### src/sv/utf8_stream_decoder_assert.svh
// Assertion macros shared by the UTF-8 stream decoder modules.
`ifndef UTF8_STREAM_DECODER_ASSERT_SVH
`define UTF8_STREAM_DECODER_ASSERT_SVH
`ifndef SYNTHESIS
`define UTF8D_ASSERT(lbl, clk, rst, prop) \
   lbl: assert property (@(posedge clk) disable iff (rst) prop) \
      else $error("utf8 decoder assertion failed");
`define UTF8D_ASSERT_ALWAYS(lbl, clk, prop) \
   lbl: assert property (@(posedge clk) prop) \
      else $error("utf8 decoder assertion failed");
`else
`define UTF8D_ASSERT(lbl, clk, rst, prop)
`define UTF8D_ASSERT_ALWAYS(lbl, clk, prop)
`endif
`endif

### src/sv/utf8d_pkg.sv
// Types and constants shared by the UTF-8 stream decoder modules.
package utf8d_pkg;

   localparam int CP_W  = 21;
   localparam int ST_W  = 3;
   localparam int CNT_W = 3;

   localparam int QUEUE_DEPTH = 4;

   localparam logic [CP_W-1:0] REPLACEMENT = 21'h00FFFD;
   localparam logic [CP_W-1:0] SURR_LOW    = 21'h00D800;
   localparam logic [CP_W-1:0] SURR_HIGH   = 21'h00DFFF;
   localparam logic [CP_W-1:0] MAX_SCALAR  = 21'h10FFFF;

   localparam logic [ST_W-1:0] ST_OK    = 3'd0;
   localparam logic [ST_W-1:0] ST_LEAD  = 3'd1;
   localparam logic [ST_W-1:0] ST_TRAIL = 3'd2;
   localparam logic [ST_W-1:0] ST_CP    = 3'd3;
   localparam logic [ST_W-1:0] ST_TRUNC = 3'd4;

   typedef struct packed {
      logic              last_result;
      logic [CNT_W-1:0]  byte_count;
      logic [ST_W-1:0]   status;
      logic [CP_W-1:0]   code_point;
   } result_type;

   // All results caused by one input byte travel together through the queue.
   typedef struct packed {
      logic       two;
      result_type first;
      result_type second;
   } entry_type;

   function automatic logic scalar_ok(input logic [CP_W-1:0] v);
      return (v < SURR_LOW) || ((v > SURR_HIGH) && (v <= MAX_SCALAR));
   endfunction

endpackage

### src/sv/utf8d_front.sv
// Front end: byte-level UTF-8 sequence tracking and result generation.
module utf8d_front
   import utf8d_pkg::*;
(
   input  logic       clock,
   input  logic       reset,
   input  logic       accept,
   input  logic [7:0] byte_in,
   input  logic       end_of_buffer,
   output logic       push,
   output entry_type  entry
);

`include "utf8_stream_decoder_assert.svh"

   logic [CP_W-1:0]  acc_ff, acc_in;
   logic [1:0]       rem_ff, rem_in;
   logic [CNT_W-1:0] len_ff, len_in;

   logic             lead_has_res;
   result_type       lead_res;
   logic [CNT_W-1:0] lead_len;
   logic [CP_W-1:0]  lead_bits;
   logic [CNT_W-1:0] consumed;
   logic [CP_W-1:0]  acc_next;

   // Decode of the byte as a lead, independent of the current state.
   always_comb begin
      lead_len  = 3'd4;
      lead_bits = {18'd0, byte_in[2:0]};
      if (byte_in[7:5] == 3'b110) begin
         lead_len  = 3'd2;
         lead_bits = {16'd0, byte_in[4:0]};
      end else if (byte_in[7:4] == 4'b1110) begin
         lead_len  = 3'd3;
         lead_bits = {17'd0, byte_in[3:0]};
      end
      lead_has_res = 1'b1;
      lead_res     = '{last_result: 1'b1, byte_count: 3'd1, status: ST_OK,
                       code_point: {13'd0, byte_in}};
      if (byte_in[7]) begin
         if (byte_in[7:6] == 2'b10 || byte_in[7:3] == 5'b11111) begin
            lead_res.status     = ST_LEAD;
            lead_res.code_point = REPLACEMENT;
         end else if (end_of_buffer) begin
            lead_res.status     = ST_TRUNC;
            lead_res.code_point = REPLACEMENT;
         end else begin
            lead_has_res = 1'b0;
         end
      end
   end

   assign consumed = len_ff - {1'b0, rem_ff};
   assign acc_next = {acc_ff[CP_W-7:0], byte_in[5:0]};

   always_comb begin
      acc_in = acc_ff;
      rem_in = rem_ff;
      len_in = len_ff;
      push   = 1'b0;
      entry  = '0;
      if (accept) begin
         if (rem_ff == 2'd0) begin
            if (lead_has_res) begin
               push        = 1'b1;
               entry.first = lead_res;
            end else begin
               acc_in = lead_bits;
               rem_in = lead_len[1:0] - 2'd1;
               len_in = lead_len;
            end
         end else if (end_of_buffer && rem_ff > 2'd1) begin
            push        = 1'b1;
            entry.first = '{last_result: 1'b1, byte_count: consumed + 3'd1,
                            status: ST_TRUNC, code_point: REPLACEMENT};
            acc_in = '0;
            rem_in = '0;
            len_in = '0;
         end else if (byte_in[7:6] != 2'b10) begin
            // Bad trail: report it, then reuse the same byte as a new lead.
            push        = 1'b1;
            entry.first = '{last_result: 1'b0, byte_count: consumed,
                            status: ST_TRAIL, code_point: REPLACEMENT};
            acc_in = '0;
            rem_in = '0;
            len_in = '0;
            if (lead_has_res) begin
               entry.two    = 1'b1;
               entry.second = lead_res;
            end else begin
               entry.first.last_result = 1'b1;
               acc_in = lead_bits;
               rem_in = lead_len[1:0] - 2'd1;
               len_in = lead_len;
            end
         end else begin
            acc_in = acc_next;
            rem_in = rem_ff - 2'd1;
            if (rem_ff == 2'd1) begin
               push = 1'b1;
               entry.first.last_result = 1'b1;
               entry.first.byte_count  = len_ff;
               if (scalar_ok(acc_next)) begin
                  entry.first.status     = ST_OK;
                  entry.first.code_point = acc_next;
               end else begin
                  entry.first.status     = ST_CP;
                  entry.first.code_point = REPLACEMENT;
               end
               acc_in = '0;
               len_in = '0;
            end
         end
      end
   end

   always_ff @(posedge clock) begin
      if (reset) begin
         acc_ff <= '0;
         rem_ff <= '0;
         len_ff <= '0;
      end else begin
         acc_ff <= acc_in;
         rem_ff <= rem_in;
         len_ff <= len_in;
      end
   end

   `UTF8D_ASSERT(a_len_covers_rem, clock, reset, (rem_ff != 2'd0) |-> (len_ff > {1'b0, rem_ff}))
   `UTF8D_ASSERT(a_idle_len_zero, clock, reset, (rem_ff == 2'd0) |-> (len_ff == 3'd0))

endmodule

### src/sv/utf8d_queue.sv
// Short queue of per-byte result entries between front and back end.
module utf8d_queue
   import utf8d_pkg::*;
#(
   parameter int Depth = QUEUE_DEPTH
) (
   input  logic      clock,
   input  logic      reset,
   input  logic      push,
   input  entry_type push_entry,
   input  logic      pop,
   output logic      full,
   output logic      not_empty,
   output entry_type head
);

`include "utf8_stream_decoder_assert.svh"

   localparam int PtrW = $clog2(Depth);
   localparam int CntW = $clog2(Depth + 1);
   localparam logic [PtrW-1:0] LastPtr = PtrW'(Depth - 1);

   entry_type        slot_ff [Depth];
   logic [PtrW-1:0]  wr_ptr_ff, wr_ptr_in;
   logic [PtrW-1:0]  rd_ptr_ff, rd_ptr_in;
   logic [CntW-1:0]  count_ff, count_in;

   assign full      = (count_ff == CntW'(Depth));
   assign not_empty = (count_ff != '0);
   assign head      = slot_ff[rd_ptr_ff];

   always_comb begin
      wr_ptr_in = wr_ptr_ff;
      rd_ptr_in = rd_ptr_ff;
      count_in  = count_ff;
      if (push) begin
         wr_ptr_in = (wr_ptr_ff == LastPtr) ? '0 : wr_ptr_ff + 1'b1;
      end
      if (pop) begin
         rd_ptr_in = (rd_ptr_ff == LastPtr) ? '0 : rd_ptr_ff + 1'b1;
      end
      if (push && !pop) begin
         count_in = count_ff + 1'b1;
      end else if (pop && !push) begin
         count_in = count_ff - 1'b1;
      end
   end

   always_ff @(posedge clock) begin
      if (push) begin
         slot_ff[wr_ptr_ff] <= push_entry;
      end
   end

   always_ff @(posedge clock) begin
      if (reset) begin
         wr_ptr_ff <= '0;
         rd_ptr_ff <= '0;
         count_ff  <= '0;
      end else begin
         wr_ptr_ff <= wr_ptr_in;
         rd_ptr_ff <= rd_ptr_in;
         count_ff  <= count_in;
      end
   end

   `UTF8D_ASSERT(a_no_push_full, clock, reset, full |-> !push)
   `UTF8D_ASSERT(a_no_pop_empty, clock, reset, !not_empty |-> !pop)

endmodule

### src/sv/utf8d_back.sv
// Back end: splits queue entries into single results behind an output register.
module utf8d_back
   import utf8d_pkg::*;
(
   input  logic       clock,
   input  logic       reset,
   input  logic       head_valid,
   input  entry_type  head,
   output logic       pop,
   output logic       rsp_tvalid,
   input  logic       rsp_tready,
   output result_type rsp_result
);

`include "utf8_stream_decoder_assert.svh"

   logic       out_valid_ff, out_valid_in;
   result_type out_ff, out_in;
   logic       sec_valid_ff, sec_valid_in;
   result_type sec_ff, sec_in;
   logic       load;

   assign load = !out_valid_ff || rsp_tready;

   always_comb begin
      out_valid_in = out_valid_ff;
      out_in       = out_ff;
      sec_valid_in = sec_valid_ff;
      sec_in       = sec_ff;
      pop          = 1'b0;
      if (load) begin
         if (sec_valid_ff) begin
            out_valid_in = 1'b1;
            out_in       = sec_ff;
            sec_valid_in = 1'b0;
         end else if (head_valid) begin
            pop          = 1'b1;
            out_valid_in = 1'b1;
            out_in       = head.first;
            sec_valid_in = head.two;
            sec_in       = head.second;
         end else begin
            out_valid_in = 1'b0;
         end
      end
   end

   always_ff @(posedge clock) begin
      out_ff <= out_in;
      sec_ff <= sec_in;
   end

   always_ff @(posedge clock) begin
      if (reset) begin
         out_valid_ff <= 1'b0;
         sec_valid_ff <= 1'b0;
      end else begin
         out_valid_ff <= out_valid_in;
         sec_valid_ff <= sec_valid_in;
      end
   end

   assign rsp_tvalid = out_valid_ff;
   assign rsp_result = out_ff;

   // A pending second result always sits behind a first one in the output register.
   `UTF8D_ASSERT(a_second_behind_first, clock, reset, sec_valid_ff |-> out_valid_ff)
   `UTF8D_ASSERT(a_second_is_last, clock, reset, sec_valid_ff |-> sec_ff.last_result)

endmodule

### src/sv/utf8_stream_decoder.sv
// UTF-8 stream decoder: one byte per transaction in, decoded code points out.
// The block takes one byte per clock cycle while the queue is not full and runs it
// through a sequence tracker; up to QueueDepth per-byte result groups wait in a
// queue, and an output register hands results out one per cycle while rsp_tready is
// high, so a byte that yields two results (bad trail byte followed by a lead that
// completes on its own) hands them out one after the other. A completing byte's
// result is stored in a queue slot, then in the output register, before rsp shows it.
// Errors give U+FFFD with a status (1 bad lead, 2 bad trail, 3 bad code point,
// 4 truncated by req_tlast); rsp_tlast marks the final result caused by a byte.
module utf8_stream_decoder
   import utf8d_pkg::*;
#(
   parameter int QueueDepth = QUEUE_DEPTH
) (
   input  logic        clock,
   input  logic        reset,
   input  logic        req_tvalid,
   output logic        req_tready,
   input  logic [7:0]  req_tdata,   // [7:0] byte_in
   input  logic        req_tlast,   // end_of_buffer
   output logic        rsp_tvalid,
   input  logic        rsp_tready,
   output logic [31:0] rsp_tdata,   // [20:0] code_point, [23:21] status, [26:24] byte_count
   output logic        rsp_tlast    // last_result
);

   logic       accept;
   logic       push;
   entry_type  push_entry;
   logic       pop;
   logic       full;
   logic       not_empty;
   entry_type  head;
   result_type rsp_result;

   assign req_tready = !full;
   assign accept     = req_tvalid && req_tready;

   utf8d_front u_front (
      .clock         (clock),
      .reset         (reset),
      .accept        (accept),
      .byte_in       (req_tdata),
      .end_of_buffer (req_tlast),
      .push          (push),
      .entry         (push_entry)
   );

   utf8d_queue #(
      .Depth (QueueDepth)
   ) u_queue (
      .clock      (clock),
      .reset      (reset),
      .push       (push),
      .push_entry (push_entry),
      .pop        (pop),
      .full       (full),
      .not_empty  (not_empty),
      .head       (head)
   );

   utf8d_back u_back (
      .clock      (clock),
      .reset      (reset),
      .head_valid (not_empty),
      .head       (head),
      .pop        (pop),
      .rsp_tvalid (rsp_tvalid),
      .rsp_tready (rsp_tready),
      .rsp_result (rsp_result)
   );

   assign rsp_tdata = {5'd0, rsp_result.byte_count, rsp_result.status,
                       rsp_result.code_point};
   assign rsp_tlast = rsp_result.last_result;

endmodule
### config.mk
export PLATFORM = sky130hd
export DESIGN_NAME = utf8_stream_decoder
export DESIGN_NICKNAME = d
export VERILOG_FILES = /design/src/sv/utf8d_pkg.sv /design/src/sv/utf8d_front.sv /design/src/sv/utf8d_queue.sv /design/src/sv/utf8d_back.sv /design/src/sv/utf8_stream_decoder.sv
export VERILOG_INCLUDE_DIRS = /design/src /design/src/sv
export SDC_FILE = /design/constraint.sdc
export NUM_CORES = 1
export LEC_CHECK = 0
export BUFFER_PORTS_ARGS = -buffer_cell sky130_fd_sc_hd__buf_2
export CAP_MARGIN = 20
export CORE_ASPECT_RATIO = 0.5
export CORE_MARGIN = 2
export CORE_UTILIZATION = 38
export CTS_BUF_LIST = sky130_fd_sc_hd__clkbuf_8
export CTS_CLUSTER_SIZE = 28
export DETAILED_ROUTE_END_ITERATION = 6
export GPL_ROUTABILITY_DRIVEN = 0
export GPL_TIMING_DRIVEN = 0
export PLACE_DENSITY = 0.62
export SLEW_MARGIN = 20
export SYNTH_ARGS = -nofsm -noshare
export SYNTH_HDL_FRONTEND = slang
export SYNTH_SLANG_ARGS = --single-unit
### constraint.sdc
create_clock -name clock -period 4.39 [get_ports clock]
set_input_delay 0.878 -clock clock [delete_from_list [all_inputs] [get_ports clock]]
set_output_delay 0.878 -clock clock [all_outputs]
set_load 0.02 [all_outputs]
Word level (Yosys, flattened, before mapping):

Memories as Yosys holds them, arrays and structs flattened. A register that Yosys moved wholly into a read port is not among the register bits.
Cells that the tools add are included.

* flip-flop bits (word level): 85
* latch bits: 0
* RAM bits: 228
* ROM bits: 0
* input port bits: 13
* output and inout port bits: 35
* word-level logic and storage cells: 124
* memories kept: 1

Memories
* u_queue.slot_ff: words 4, bits a word 57, read ports 1, clocked after memory_dff 1, wr ports 1, RTL line utf8d_queue.sv:23 `entry_type slot_ff [Depth];`

* add/sub/neg operators: 8
* multiply operators: 0
* div/mod/pow operators: 0
* magnitude comparators: 4
* equality and inequality tests: 10
* shifts and indexed selects: 0
* mux-type cells: 63
* bitwise logic cells: 1
* reduce and logical (&&, ||, !) cells: 21

Operator list (number)
* 28-bit 2-to-1 mux: 10
* 15-bit 2-to-1 mux: 6
* 24-bit 2-to-1 mux: 3
* 57-bit 2-to-1 mux: 1
* 3-bit 2-to-1 mux: 10
* 23-bit 2-to-1 mux: 1
* 21-bit by 16-bit greater-than comparator with 1-bit output, second input constant: 1
* 21-bit <= comparator, second input constant: 1
* 21-bit by 16-bit < comparator with 1-bit output, second input constant: 1
* 1-bit 2-to-1 mux: 21
* 2-bit 2-to-1 mux: 9
* 3-bit by 1-bit adder with 3-bit output, second input constant: 2
* 2-bit == test, second input constant: 3
* 3-bit == test, second input constant: 2
* 3-bit AND reduction: 2
* 5-bit == test, second input constant: 1
* 1-bit logical AND: 5
* 5-bit 2-to-1 mux: 1
* 2-bit by 1-bit adder with 2-bit output, second input constant: 2
* 4-bit == test, second input constant: 1
* 1-bit zero test: 4
* 4-bit 2-to-1 mux: 1
* 2-bit inequality test, second input constant: 2
* 2-bit AND reduction: 2
* 11 further kinds: 15

Depth between registers and ports, before layout:

Gate-level depths: netlist (run 1).

* word-level depth: 11
* mapped depth: 13
* depth with buffers taken out: 12

By module:

Synthesis (run 1) repeated with hierarchy kept, for this count alone.

* cell total of the unflattened synthesis: 702
* area total of the unflattened synthesis: 12675.9 um2

Modules (own cells, without submodules)
* utf8d_queue: instances 1, cells each 341, area an instance 8659.6 um2, sequential area each 7026.7 um2
* utf8d_back: instances 1, cells each 98, area an instance 2132.0 um2, sequential area each 1721.7 um2
* utf8d_front: instances 1, cells each 255, area an instance 1833.0 um2, sequential area each 400.4 um2
* utf8_stream_decoder: instances 1, cells each 8, area an instance 51.3 um2, sequential area each 0.0 um2

Worst setup path before layout (run 1):

Ideal clock, no wire load.

* path type: input -> register
* start point: in rsp_tready
* end point: reg u_queue.count_ff[2]
* library setup time: 71 ps
* arrival time: 3197 ps
* required time: 4319 ps
* slack: 1122 ps
* cell stages on the path: 9
* path buffers: 0
* cells stage by stage: nor2b_1 -> nor3_1 -> inv_1 -> ha_1 -> inv_1 -> fa_1 -> xor2_1 -> or3_1 -> a21oi_1

* longest elaborated chain between the ends: 5
* elaborated cells on any way between the ends: 7
* classes of those cells: mux (2); reduce/logical (5)

Ends and longest elaborated chain
* from (decl): RTL line utf8_stream_decoder.sv:22 `input logic rsp_tready,`
* 1-bit logical OR (*): RTL line utf8d_back.sv:23 `assign load = !out_valid_ff || rsp_tready;`
* 1-bit 2-to-1 mux (*): RTL line utf8d_back.sv:31 `if (load) begin`
* 1-bit zero test: RTL line utf8d_queue.sv:42 `if (push && !pop) begin`
* 1-bit logical AND: RTL line utf8d_queue.sv:42
* 3-bit 2-to-1 mux or 2-bit nonzero test (tied branches)
* to (signal assigned): RTL line utf8d_queue.sv:63 `count_ff <= count_in;`
* to (decl): RTL line utf8d_queue.sv:26 `logic [CntW-1:0] count_ff, count_in;`

Every way passes the cells marked *; elsewhere a longest branch is shown, timed or not.
A chain may end at the register's enable or synchronous reset.

Worst setup path after layout (run 1):

* start point: reg u_front.rem_ff[1]
* end point: reg u_queue.count_ff[2]

* longest elaborated chain between the ends: 9
* elaborated cells on any way between the ends: 14
* classes of those cells: order compare (1); eq/ne (1); mux (6); reduce/logical (6)

Ends and longest elaborated chain
* from (decl): RTL line utf8d_front.sv:17 `logic [1:0] rem_ff, rem_in;`
* from (signal assigned): RTL line utf8d_front.sv:125 `rem_ff <= rem_in;`
* 2-bit by 1-bit == test with 1-bit output: RTL line utf8d_front.sv:100 `if (rem_ff == 2'd1) begin`
* 1-bit 2-to-1 mux: RTL line utf8d_front.sv:100
* 1-bit 2-to-1 mux: RTL line utf8d_front.sv:80 `end else if (byte_in[7:6] != 2'b10) begin`
* 1-bit 2-to-1 mux: RTL line utf8d_front.sv:73 `end else if (end_of_buffer && rem_ff > 2'd1) begin`
* 1-bit 2-to-1 mux (*): RTL line utf8d_front.sv:64 `if (rem_ff == 2'd0) begin`
* 1-bit 2-to-1 mux (*): RTL line utf8d_front.sv:63 `if (accept) begin`
* via push: RTL line utf8_stream_decoder.sv:28 `logic push;`
* 1-bit zero test: RTL line utf8d_queue.sv:44 `end else if (pop && !push) begin`
* 1-bit logical AND: RTL line utf8d_queue.sv:44
* 2-bit nonzero test (no line)

The timed path passes the listed nets; every way through them passes the cells marked *.

==> run summary, run 1 <==
For this run, design rule violations remaining after detail routing come to 0. The area share of the leading cell type in the synthesized netlist came out at 63.8%. The clock period minus worst slack came out at 3.24 ns.

Setup repair after global routing left no endpoint under its margin. The floorplan step set the die width to 227 um. The area enclosed by the die boundary is 26100 um^2. The mean instance size in the synthesized netlist came out at 16.3 um^2.

In this run the deepest clock path goes through 3 buffers. The cell chosen for the clock root is sky130_fd_sc_hd__clkbuf_8. The number of maximum-capacitance violations came out at 0. The total number of vias is 5347. The met3 global-route usage is 3.19%. After detailed routing, the total wire length is 20300 um. The number of clock sinks seen by CTS is 231. For this configuration, the core starts out at a cell density of 39.0%. The number of gates resized after CTS was 0. In this run the worst hold path is classified as reg -> reg. The reported leakage power is 3.76 nW. The startpoint of the lowest-slack register-to-register path is u_front.rem_ff[1]. The global-route layer with the greatest usage is met2. The number of global-route vias before repair was 5359. Synthesis produced a netlist whose cell count is 577. The logic depth of the worst register-to-register path is 13. Yosys attributes the largest share of cell area to sky130_fd_sc_hd__edfxtp_1 (64%), sky130_fd_sc_hd__mux4_2 (9.6%), sky130_fd_sc_hd__dfxtp_1 (6.6%). The final number of max-transition violations is 0.

The latest clock arrival within the worst-skew pair is 0.52 ns. The clock skew after layout came out at 0.0232 ns. STA classifies the critical path startpoint as a register. The worst setup slack after placement is 1.04 ns.

The synthesized cell area came out at 9420 um^2. The actual transition at the worst max-transition pin came out at 0.980 ns. The worst setup path startpoint is u_front.rem_ff[1].

Counting flops with a built-in enable in the synthesized netlist gives 200. The signal arrival time at the worst endpoint is 3.68 ns. The endpoint kind of the worst setup timing path is a register. The number of I/O port buffers came out at 39.

The hold violation count in the final report is 0. The number of H-tree branching levels is 2. For the worst setup path, the data required time is 4.83 ns. The utilization after layout came out at 44.5%. The fraction of the cycle the final worst path needs is 73.7%. The number of warnings printed during yosys synthesis is 0. The worst setup slack after layout came out at 1.15 ns. Buffers added to address setup during post-CTS repair amount to 0. The critical path is of the reg -> reg type. The count of final setup violators is 0. In the global route stage, met1 resource usage came out at 23.0%. The global-route usage over all layers came out at 16.2%. The worst setup path endpoint is u_queue.count_ff[2]. In this run the critical register-to-register path is captured at u_queue.count_ff[2]. After clock tree synthesis, the clock-pin slew on the worst setup and hold paths is 0.07 ns. In this run the worst path has a maximum fanout of 9.

The number of detailed-route iterations in the first pass is 4. The number of clock buffers inserted by TritonCTS is 35. The routed wirelength normalized by instance count came out at 19.8 um. The sequential element share of the synthesized area came out at 70.4%. The routing usage on met2 came out at 25.4%.

The number of placed cells counting well taps is 959. Setup slack on the worst reg-to-reg path comes out at 1.15 ns. The count of non-filler cells in the finished layout is 1022.

The global route total overflow came out at 0. The achievable clock frequency came out at 0.309 GHz. The worst IR drop on VDD is 0.209 mV. In the synthesized netlist the dominant register cell turns out to be sky130_fd_sc_hd__edfxtp_1. The run finished with clean final reports. The final HPWL from detailed placement is 12800 um. The number of vias per cell came out at 5.23.

The die is 115 um tall. The biggest area contributor in the post-synthesis netlist is sky130_fd_sc_hd__edfxtp_1. Adding up every negative setup slack in the final design gives 0 ns. The fraction of final layout cells with drive strength greater than 1 is 23.9%. The detail route stage leaves a number of antenna-violating nets equal to 0.

The worst slew margin relative to its limit came out at 34.1%. The maximum number of pins on one net before global-route repair is 41. TritonCTS built the clock tree.

The number of violations reported at the end of detailed-routing iteration 0 came out at 540. The share of synthesized flip-flops with an asynchronous set or reset came out at 0%. The number of antenna violations at the first check in global routing is 1. The post-layout net count came out at 685. Dividing total power by cell area gives a power density of 584 nW/um^2.

The unique cell type count in the Yosys netlist came out at 62. The hold-fix buffer count after cts came out at 0. The total I/O pin count came out at 48. After synthesis the netlist holds a flip-flop and latch count of 231.

Row generation in the floorplan step produced 40 rows. The area overhead of the layout relative to synthesis came out at 14.2%. The area of the core region came out at 24200 um^2.

The first-pass GRT wire length came out at 31300 um.
metal layers:
metal	vias up	part of all wire, %
li1	2420	-
met1	2767	47
met2	129	46
met3	31	4.8
met4	0	1.8
met5	-	0
placed cells by master, fill, tap and decap left out, types with 20 or more instances in the layout:
cell | synthesis | layout
sky130_fd_sc_hd__buf_2 | 10 | 49
sky130_fd_sc_hd__edfxtp_1 | 200 | 200
sky130_fd_sc_hd__clkbuf_8 | 0 | 39
sky130_fd_sc_hd__nor2_1 | 22 | 21
sky130_fd_sc_hd__dfxtp_1 | 31 | 31
sky130_fd_sc_hd__mux4_2 | 40 | 40
sky130_fd_sc_hd__a21oi_1 | 20 | 20
sky130_fd_sc_hd__inv_1 | 30 | 46
sky130_fd_sc_hd__o21ai_0 | 32 | 32
critical path, cell delays in order, from the launching register on:
cell                       delay [ns]
sky130_fd_sc_hd__dfxtp_1         0.39
sky130_fd_sc_hd__inv_1           0.14
sky130_fd_sc_hd__ha_1            0.15
sky130_fd_sc_hd__clkbuf_1        0.30
sky130_fd_sc_hd__a21o_1          0.21
sky130_fd_sc_hd__o211a_1         0.32
sky130_fd_sc_hd__nand2_1         0.26
sky130_fd_sc_hd__inv_1           0.15
sky130_fd_sc_hd__ha_1            0.19
sky130_fd_sc_hd__inv_1           0.06
sky130_fd_sc_hd__fa_1            0.38
sky130_fd_sc_hd__xor2_1          0.15
sky130_fd_sc_hd__or3_1           0.31
sky130_fd_sc_hd__a21oi_1         0.15
logic make-up (layout without fill, tap and decap cells):
family	count (synthesis)	in the layout	synth area share, %
other	1	6	0.0398
adders and majority gates	12	12	1.75
xor gates and xnor gates	4	4	0.372
and+or+nand+nor	116	116	6.95
AOI/OAI and AO/OA	97	97	6.55
DFF	231	231	70.4
muxes	53	53	11.1
buffers and inverters	63	167	2.91
Yosys cell counts (all sizes together) (2+ instances only):
| library cell | number |
|---|---|
| edfxtp | 200 |
| mux4 | 40 |
| o21ai | 32 |
| dfxtp | 31 |
| inv | 30 |
| nor2 | 22 |
| a21oi | 20 |
| buf | 16 |
| clkbuf | 16 |
| nand2 | 14 |
| nor2b | 14 |
| ha | 10 |
| mux2 | 10 |
| nor3 | 10 |
| o21a | 9 |
| nand2b | 8 |
| nand4 | 8 |
| a211oi | 6 |
| and2 | 6 |
| and3 | 6 |
| nand3 | 6 |
| nor4 | 5 |
| o22ai | 4 |
| a22o | 3 |
| mux2i | 3 |
| nand3b | 3 |
| o211ai | 3 |
| o31ai | 3 |
| or3 | 3 |
| a21o | 2 |
| a311oi | 2 |
| a31oi | 2 |
| a32o | 2 |
| fa | 2 |
| nor3b | 2 |
| o2111ai | 2 |
| or3b | 2 |
| xnor2 | 2 |
| xor2 | 2 |
where the power goes:
group          switching (W)  total, W  internal (W)
clock               0.000790   0.00161      0.000815
combinational       0.000989   0.00165      0.000659
sequential          0.000117   0.00303       0.00291
worst min path at each step:
stage                 startpoint           endpoint  depth (start not counted)
6_report       u_front.len_ff[0]  u_front.len_ff[0]                          2
5_1_grt        u_front.acc_ff[3]  u_front.acc_ff[3]                          2
4_1_cts        u_front.len_ff[0]  u_front.len_ff[0]                          2
3_5_place_dp   u_front.len_ff[0]  u_front.len_ff[0]                          2
3_3_place_gp   u_front.len_ff[0]  u_front.len_ff[0]                          2
2_1_floorplan  u_front.acc_ff[0]  u_front.acc_ff[6]                          2
registers in the layout, indices dropped and copies added, names as in the netlist, named ones only:
name	cells
u_queue.rd_ptr_ff	2
u_queue.wr_ptr_ff	2
u_back.rsp_tvalid	1
u_back.sec_ff	12
u_front.rem_ff	2
u_queue.count_ff	3
u_back.sec_valid_ff	1
u_queue.slot_ff	160
u_front.acc_ff	15
u_front.len_ff	3
u_back.rsp_result	28
final cells by class:
| class | instances | area, um^2 |
|---|---|---|
| Antenna cell | 1 | 2.50 |
| Buffer | 32 | 158 |
| Clock buffer | 39 | 537 |
| Clock inverter | 23 | 95.1 |
| Fill cell | 2124 | 13400 |
| Inverter | 31 | 116 |
| Multi-Input combinational cell | 287 | 2570 |
| Sequential cell | 231 | 6630 |
| Tap cell | 336 | 420 |
| Timing Repair Buffer | 42 | 238 |
through the flow:
step / cell area, um^2 / hold WS (ns) / power, W
6_report: 10800 / 0.490 / 0.00628
2_1_floorplan: 9430 / 0.450 / 0.00417
3_5_place_dp: 10100 / 0.480 / 0.00474
4_1_cts: 10800 / 0.490 / 0.00636
3_3_place_gp: 10000 / 0.477 / 0.00466
5_1_grt: 10800 / 0.526 / 0.00662
No activity file was read; power rests on OpenSTA's default activity.
==> run 2: changes to the inputs <==
--- a/config.mk
+++ b/config.mk
@@ -6,6 +6,7 @@
 export SDC_FILE = /design/constraint.sdc
 export NUM_CORES = 1
 export LEC_CHECK = 0
+export ABC_AREA = 1
 export BUFFER_PORTS_ARGS = -buffer_cell sky130_fd_sc_hd__buf_2
 export CAP_MARGIN = 20
 export CORE_ASPECT_RATIO = 0.5
==> constraint.sdc (replaced) <==
create_clock -name clock -period 3.3 [get_ports clock]
set_input_delay 0.66 -clock clock [delete_from_list [all_inputs] [get_ports clock]]
set_output_delay 0.66 -clock clock [all_outputs]
set_load 0.02 [all_outputs]
==> run 2 against run 1 <==
Compared with the run above:
- highest routed layer unchanged
- register-to-register slack got worse by 0.94 ns
- critical endpoint unchanged
- worst setup slack got worse by 0.94 ns
- count of clock-buffer cells in the layout rose by 3
- sequential cell count did not move
- combinational power rose by 89%
- area after synthesis rose by 4.4%
- sequential share of layout area fell by 3.1 points
- global-route usage rose by 1.8 points
==> run summary, run 2 <==
The run finished with clean final reports. Among all flip-flop cells after synthesis, the most frequent one is sky130_fd_sc_hd__edfxtp_1. The post-route DRC violation count came to 0 (unchanged).

The die boundary width came out at 232 um (+2.2%). The number of maximum-capacitance violations is 0 (unchanged). The total I/O pin count is 48 (unchanged). The number of vias per cell is 5.08 (-2.9%). The maximum number of pins on one net before global-route repair is 30 (-27%). The area enclosed by the die boundary came out at 27300 um^2 (+4.3%). The critical setup path kind is reg -> reg. The synthesized cell area is 9840 um^2 (+4.4%).

The number of H-tree branching levels was 2 (unchanged). The path class of the tightest hold or removal check is in -> reg. The count of inserted antenna diode cells came out at 0 (-1). The total number of vias is 6996 (+31%).

The share of synthesized flip-flops with an asynchronous set or reset came out at 0% (unchanged). The worst hold slack after final layout came to 0.362 ns (-0.128 ns). The post-CTS repair timing setup buffer count was 0 (unchanged). The power density normalized to cell area came to 856 nW/um^2 (+47%). The clock transition at the registers of the reported paths is 0.07 ns (about the same). The unique cell type count in the Yosys netlist is 37 (-40%). The clock period minus worst slack came out at 3.08 ns (-0.151 ns). The sequential element share of the synthesized area came out at 67.4% (-3.0 points). The hold-fix buffer count after cts is 0 (unchanged). The worst IR drop on VDD is 0.283 mV (+35%). The TritonCTS clock tree is built.

The global-route usage over all layers is 18.0% (+1.8 points). STA classifies the critical path startpoint as a register. The total chip power came out at 0.00970 W (+54%). The final HPWL from detailed placement is 16600 um (+30%). The buffer levels on the longest clock path came out at 3 (unchanged). The wire length after detailed routing is 24400 um (+20%). The post-layout net count came out at 1031 (+51%). The first-pass GRT wire length is 37500 um (+20%). The latest clock arrival within the worst-skew pair came out at 0.53 ns (about the same). By count the netlist is led by sky130_fd_sc_hd__edfxtp_1 (200), sky130_fd_sc_hd__nor2_1 (161), sky130_fd_sc_hd__nand2_1 (115), sky130_fd_sc_hd__o21ai_0 (91), sky130_fd_sc_hd__inv_1 (82). The hold violation count in the final report came out at 0 (unchanged). Leaving out fill and tap cells, the most frequent cells in the layout are sky130_fd_sc_hd__edfxtp_1 (200), sky130_fd_sc_hd__nor2_1 (157), sky130_fd_sc_hd__nand2_1 (115). The number of violations reported at the end of detailed-routing iteration 0 was 744 (+38%).

The initial core utilization is 38.9% (-0.069 points). The tree is rooted in a sky130_fd_sc_hd__clkbuf_8. The achievable clock frequency is 0.324 GHz (+4.9%). The final number of max-transition violations came to 0 (unchanged).

The actual transition at the worst max-transition pin was 1.02 ns (+0.0403 ns). The number of instances in the synthesized netlist came out at 918 (+59%). The count of final setup violators is 0 (unchanged). The area of the core region was 25300 um^2 (+4.6%). By area the synthesized netlist is led by sky130_fd_sc_hd__edfxtp_1 (61%), sky130_fd_sc_hd__dfxtp_1 (6.3%), sky130_fd_sc_hd__nor2_1 (6.1%). The number of I/O port buffers came to 41 (+5.1%). The fraction of final layout cells with drive strength greater than 1 came out at 13.0% (-11 points). The register bit count reported by yosys came out at 231 (unchanged). The library cell used most frequently in the layout, excluding fill and tap cells, is sky130_fd_sc_hd__edfxtp_1. The global route total overflow is 0 (unchanged). The area share of the leading cell type in the synthesized netlist came out at 61.1% (-2.7 points). The clock skew after layout came out at 0.0264 ns (+0.00322 ns). The number of warnings printed during yosys synthesis is 0 (unchanged). The fraction of the cycle the final worst path needs is 93.4% (+20 points). The flip-flop count of the largest register, all copies and words added came out at 160 (unchanged). The worst setup path is captured at a register. The reported leakage power came to 4.36 nW (+16%).

The signal arrival time at the worst endpoint is 3.50 ns (-0.18 ns). The data required time at the worst endpoint is 3.71 ns (-1.12 ns). The setup TNS after final layout is 0 ns (unchanged). The number of rows created at floorplan was 41 (+2.5%). The number of clock buffers inserted by TritonCTS is 36 (+2.9%). Setup repair after global routing left no endpoint under its margin. The chip height is 118 um (+2.1%).

The mean instance size in the synthesized netlist is 10.7 um^2 (-34%). The number of filler instances in the final layout came to 2338 (+10%). Relative to the synthesized area, the layout overhead comes to 15.2%. Among all cell types in the netlist, the one instantiated most often is sky130_fd_sc_hd__edfxtp_1. The number of detailed-route iterations in the first pass came out at 6 (+2). More flip-flops sit in one register than any other, and that register is u_queue.slot_ff. The finished layout cell area was 11300 um^2 (+5.4%). The post-place instance area is 10600 um^2 (+4.9%).

The critical-path maximum fanout is 9 (unchanged). The number of global-route vias before repair came to 6737 (+26%). The number of clock sinks seen by CTS came out at 231 (unchanged). The number of nets with antenna violations after detailed routing is 0 (unchanged).

The number of antenna violations at the first check in global routing is 0 (-1). The synthesized design spends more area on one cell type than any other, namely sky130_fd_sc_hd__edfxtp_1. The worst slew margin relative to its limit is 31.5% (-2.6 points). The routed wirelength normalized by instance count was 17.7 um (-11%).

The count of flip-flops with a built-in enable after synthesis is 200 (unchanged). The utilization after layout came to 44.8% (+0.31 points). The post-cts sizing count is 0 (unchanged).
==> run 2: cell count changes after synthesis, moves of 10 or more <==
cell,delta
sky130_fd_sc_hd__mux2_2,-10
sky130_fd_sc_hd__a21oi_1,+40
sky130_fd_sc_hd__mux4_2,-40
sky130_fd_sc_hd__clkbuf_1,+15
sky130_fd_sc_hd__nor2b_1,-14
sky130_fd_sc_hd__o22ai_1,+10
sky130_fd_sc_hd__nand3_1,+45
sky130_fd_sc_hd__nand2_1,+101
sky130_fd_sc_hd__o21ai_0,+59
sky130_fd_sc_hd__nor2_1,+139
sky130_fd_sc_hd__inv_1,+52
==> run 2: report_power, final <==
| part | leakage [nW] | switching (W) | internal [W] |
|---|---|---|---|
| sequential | 2.12 | 0.000168 | 0.00405 |
| combinational | 1.86 | 0.00227 | 0.000848 |
| clock | 0.388 | 0.00111 | 0.00125 |
==> run 2: final cells by class <==
type	instances	area [um^2]	area share, %
clock inverter	23	128	1.13
sequential	231	6630	58.5
multi-input combinational	558	2710	23.9
inverter	85	319	2.81
buffer	48	228	2.01
timing repair buffer	46	313	2.76
tap	344	430	3.80
clock buffer	42	578	5.10
==> run 2: worst max-delay path: stages (launching register included) <==
cell and delay [ns]:
sky130_fd_sc_hd__dfxtp_1 0.44, sky130_fd_sc_hd__inv_1 0.11, sky130_fd_sc_hd__ha_1 0.29, sky130_fd_sc_hd__inv_2 0.21, sky130_fd_sc_hd__nand3_4 0.16, sky130_fd_sc_hd__nand2_4 0.14, sky130_fd_sc_hd__nor2_4 0.06, sky130_fd_sc_hd__nand2_2 0.09
sky130_fd_sc_hd__nand3_2 0.24, sky130_fd_sc_hd__inv_1 0.13, sky130_fd_sc_hd__ha_1 0.15, sky130_fd_sc_hd__inv_1 0.07, sky130_fd_sc_hd__fa_1 0.38, sky130_fd_sc_hd__a21oi_1 0.14, sky130_fd_sc_hd__o21ai_0 0.13, sky130_fd_sc_hd__o21ai_0 0.17
sky130_fd_sc_hd__a21oi_1 0.06
==> run 2: path summary, 6_finish.rpt <==
check	start	depth (start not counted)	slack [ns]	end
max	u_front.rem_ff[1]	16	0.22	u_queue.count_ff[2]
min	reset	2	0.36	u_front.acc_ff[5]
max reg2reg	u_front.rem_ff[1]	16	0.22	u_queue.count_ff[2]
min reg2reg	u_front.acc_ff[9]	2	0.48	u_front.acc_ff[9]
==> run 2: metrics by stage <==
stage / cells / worst slack [ns]
3_5_place_dp: 1312 / 0.105
6_report: 1377 / 0.216
2_1_floorplan: 922 / -0.269
5_1_grt: 1377 / 0.0306
4_1_cts: 1377 / 0.0749
3_3_place_gp: 1307 / -1.87
==> run 2: routing by layer <==
layer / GRT usage [%] / routed length (um) / share of wire (%) / vias to the layer above
met5: 0 / 0 / 0 / -
met4: 5.69 / 409 / 1.7 / 0
met3: 4.00 / 1930 / 7.9 / 32
met2: 27.1 / 10700 / 44 / 246
met1: 25.8 / 11300 / 47 / 3379
li1: - / - / - / 3339
==> run 2: cells by family (layout without fill, tap and decap cells) <==
family | count (synthesis) | count (layout) | share of synthesized area, %
XOR/XNOR | 1 | 1 | 0.0891
AO/OA/AOI/OAI | 186 | 186 | 10.1
adder cells (fa/ha/maj) | 12 | 12 | 1.68
flip-flops | 231 | 231 | 67.4
other | 1 | 5 | 0.0381
buffers and inverters | 133 | 244 | 5.56
AND/OR/NAND/NOR | 354 | 354 | 15.2
==> run 3: changes to the inputs <==
--- a/config.mk
+++ b/config.mk
@@ -10,7 +10,7 @@
 export BUFFER_PORTS_ARGS = -buffer_cell sky130_fd_sc_hd__buf_2
 export CAP_MARGIN = 20
 export CORE_ASPECT_RATIO = 0.5
-export CORE_MARGIN = 2
+export CORE_MARGIN = 3
 export CORE_UTILIZATION = 38
 export CTS_BUF_LIST = sky130_fd_sc_hd__clkbuf_8
 export CTS_CLUSTER_SIZE = 28
==> run 3 against run 2 <==
Compared with the run above:
- final area increased by 0.25%
- clock power down 7%
- register-to-register slack improved by 0.14 ns
- via count rose by 1.4%
- combinational power up 2%
- clock skew decreased by 0.0051 ns
- sequential power about the same
- maximum frequency increased by 4.6%
- utilization grew 1.1 points
- largest power group unchanged
==> run summary, run 3 (synthesis results as in run 2) <==
The clock skew after layout is 0.0214 ns (-0.00506 ns). The worst hold path depth came to 2 (unchanged). The number of maximum-capacitance violations was 0 (unchanged). The switching fraction of total power was 37.5% (+0.91 points). The portion of total power attributed to sequential cells is 44.0% (+0.5 points). The count of final setup violators came to 0 (unchanged).

The number of H-tree branching levels came out at 2 (unchanged). The flow ran to the end, and the final reports show no timing, DRC or antenna violations. The finished layout cell area is 11400 um^2 (+0.25%). The signal arrival time at the worst endpoint is 3.36 ns (-0.14 ns).

The area of the core region is 24700 um^2 (-2.2%). The number of nets with antenna violations after detailed routing is 0 (unchanged). The area of the multi-input gates came out at 2720 um^2 (+0.28%).

The number of global-route vias before repair came out at 6952 (+3.2%). The proportion of power drawn by combinational gates is 33.1% (+0.9 points). The number of detailed-route iterations in the first pass came out at 5 (-1). The TritonCTS clock tree is built. The wire length after detailed routing came out at 25000 um (+2.8%). In the layout the commonest cells are sky130_fd_sc_hd__edfxtp_1 (200), sky130_fd_sc_hd__nor2_1 (157), sky130_fd_sc_hd__nand2_1 (115). The final number of max-transition violations is 0 (unchanged). The post-place instance area came out at 10700 um^2 (+0.75%).

The class of the tightest hold or removal check is in -> reg. The switching power summed over all nets was 0.00361 W (+1.7%). The die boundary width is 234 um (+0.86%). The library cell used most frequently in the layout, excluding fill and tap cells, is sky130_fd_sc_hd__edfxtp_1. Traced cell by cell, the critical path runs through inv_1, ha_1, inv_4, nand3_4, nand2_4, nor2_4, nand2_2, nand3_4, inv_1, ha_1, inv_1, fa_1, a21oi_1, o21ai_0, o21ai_0, a21oi_1. The number of clock buffers inserted by TritonCTS came out at 36 (unchanged).

The global route total overflow is 0 (unchanged). The post-layout net count came out at 1034 (+0.29%). The post-CTS repair timing setup buffer count came out at 0 (unchanged). The area enclosed by the die boundary was 28000 um^2 (+2.6%). The biggest cell delay along the critical path is 0.45 ns (about the same).

The number of clock sinks seen by CTS came out at 231 (unchanged). The number of I/O port buffers is 41 (unchanged). The logic depth of the worst register-to-register path is 16 (unchanged).

The worst path buffer plus inverter count was 4 (unchanged). The hold violation count in the final report came out at 0 (unchanged). The fraction of final layout cells with drive strength greater than 1 is 12.7% (-0.24 points). The cell family contributing the most delay on the critical path is adder cells. The number of filler instances in the final layout came to 2255 (-3.6%). The buffer levels on the longest clock path is 3 (unchanged). The worst slew margin relative to its limit is 31.5% (+0.041 points). The post-route DRC violation count came out at 0 (unchanged).

The clock transition at the registers of the reported paths was 0.07 ns (about the same). The cell that appears most often on the critical path is sky130_fd_sc_hd__inv_1. The routed wirelength normalized by instance count came out at 18.2 um (+3.1%). The portion of total power attributed to the clock network is 22.9% (-1.4 points). The final HPWL from detailed placement came out at 17200 um (+3.6%). The total number of vias came out at 7096 (+1.4%). The worst setup path is captured at a register.

The area overhead of the layout relative to synthesis is 15.5%. The actual transition at the worst max-transition pin came to 1.02 ns (+0.00108 ns). The first-pass GRT wire length is 39100 um (+4.1%). The total I/O pin count came out at 48 (unchanged). The worst setup path is launched from a register. The latest clock arrival within the worst-skew pair came out at 0.53 ns (about the same).

The slowest stage of the critical path belongs to the cell sky130_fd_sc_hd__dfxtp_1. The maximum number of pins on one net before global-route repair was 30 (unchanged). The global-route usage over all layers is 18.3% (+0.28 points). The combined flip-flop and latch cell area came out at 6630 um^2 (unchanged).

The number of vias per cell is 5.17 (+1.7%). The reported leakage power came to 4.39 nW (+0.66%). The chip height is 120 um (+1.7%).

The number of cells on the critical path came out at 16 (unchanged). The initial core utilization came out at 39.8% (+0.89 points). The flip-flop count of the largest register, all copies and words added is 160 (unchanged). The setup slack on the worst flop-to-flop path is 0.35 ns (+0.14 ns).

The data required time at the worst endpoint came to 3.71 ns (about the same). The fraction of the cycle the final worst path needs is 89.3% (-4.1 points). The number of antenna violations at the first check in global routing came out at 0 (unchanged). The worst IR drop on VDD came out at 0.297 mV (+5.2%). The count of inserted antenna diode cells came out at 0 (unchanged). The number of rows created at floorplan came out at 40 (-2.4%). The clock period minus worst slack is 2.95 ns (-0.136 ns). The internal power consumption came to 0.00601 W (-2.2%). The power density normalized to cell area came out at 847 nW/um^2 (-1.0%). The achievable clock frequency is 0.339 GHz (+4.6%). Setup repair after global routing left no endpoint under its margin. The setup TNS after final layout came out at 0 ns (unchanged). The register with the most flip-flops in the final layout is u_queue.slot_ff. The number of violations reported at the end of detailed-routing iteration 0 came out at 711 (-4.4%). The critical-path maximum fanout came out at 9 (unchanged). The critical setup path kind is reg -> reg. The tree is rooted in a sky130_fd_sc_hd__clkbuf_8.
run 3: changes by cell type in the layout (fill, tap and decap cells not counted), sizes merged:
cell	previous run	this run
clkinv	15	11
buf	65	68
bufinv	1	0
inv	92	100
clkinvlp	0	2
clkbuf	71	67
run 3: layout make-up:
class	count	area share [%]
Buffer	48	2.00
Clock buffer	38	4.60
Clock inverter	28	1.07
Inverter	85	2.83
Multi-Input combinational cell	558	23.9
Sequential cell	231	58.3
Tap cell	336	3.70
Timing Repair Buffer	49	3.55
run 3: final timing paths:
kind / start / end
min reg2reg: u_front.acc_ff[1] / u_front.acc_ff[1]
max reg2reg: u_front.rem_ff[1] / u_queue.count_ff[2]
min: reset / u_front.acc_ff[5]
max: u_front.rem_ff[1] / u_queue.count_ff[2]
run 3: power groups by stage:
| stage | logic [W] | clock network, W | registers, W |
|---|---|---|---|
| 3_3_place_gp | 0.00302 | 0 | 0.00431 |
| 3_5_place_dp | 0.00319 | 0 | 0.00430 |
| 2_1_floorplan | 0.00177 | 0 | 0.00452 |
| 5_1_grt | 0.00354 | 0.00238 | 0.00429 |
| 6_report | 0.00319 | 0.00220 | 0.00424 |
| 4_1_cts | 0.00319 | 0.00223 | 0.00424 |
run 3: worst register-to-register path: cells and delay by family (launching register included):
kind / cells / cell delay, ns
adders and majority gates: 3 / 0.84
AOI/OAI and AO/OA: 4 / 0.47
DFF: 1 / 0.45
buffers and inverters: 4 / 0.48
and+or+nand+nor: 5 / 0.62
run 3: stage by stage:
step / total power, W / hold slack [ns] / cells / util, % / worst slack, ns
2_1_floorplan: 0.00629 / 0.438 / 922 / - / -0.269
3_3_place_gp: 0.00733 / 0.454 / 1299 / 42.4 / -2.30
3_5_place_dp: 0.00749 / 0.474 / 1307 / 43.3 / 0.0744
4_1_cts: 0.00966 / 0.349 / 1373 / 45.9 / 0.0720
5_1_grt: 0.0102 / 0.371 / 1373 / 46.0 / 0.0512
6_report: 0.00963 / 0.369 / 1373 / 46.0 / 0.352
run 3: what timing repair did:
item                       4_1_cts  5_1_grt
hold buffers                     0        0
resized for setup                0        3
setup endpoints to repair        0       19
run 3: metal layers:
| layer | share of wire [%] | routed length [um] | track usage (%) | vias to the layer above |
|---|---|---|---|---|
| met5 | 0 | 0 | 0 | - |
| met4 | 1.7 | 417 | 5.31 | 0 |
| met3 | 9.8 | 2460 | 4.89 | 44 |
| met2 | 44 | 11100 | 28.4 | 290 |
| met1 | 44 | 11000 | 25.2 | 3406 |
| li1 | - | - | - | 3356 |
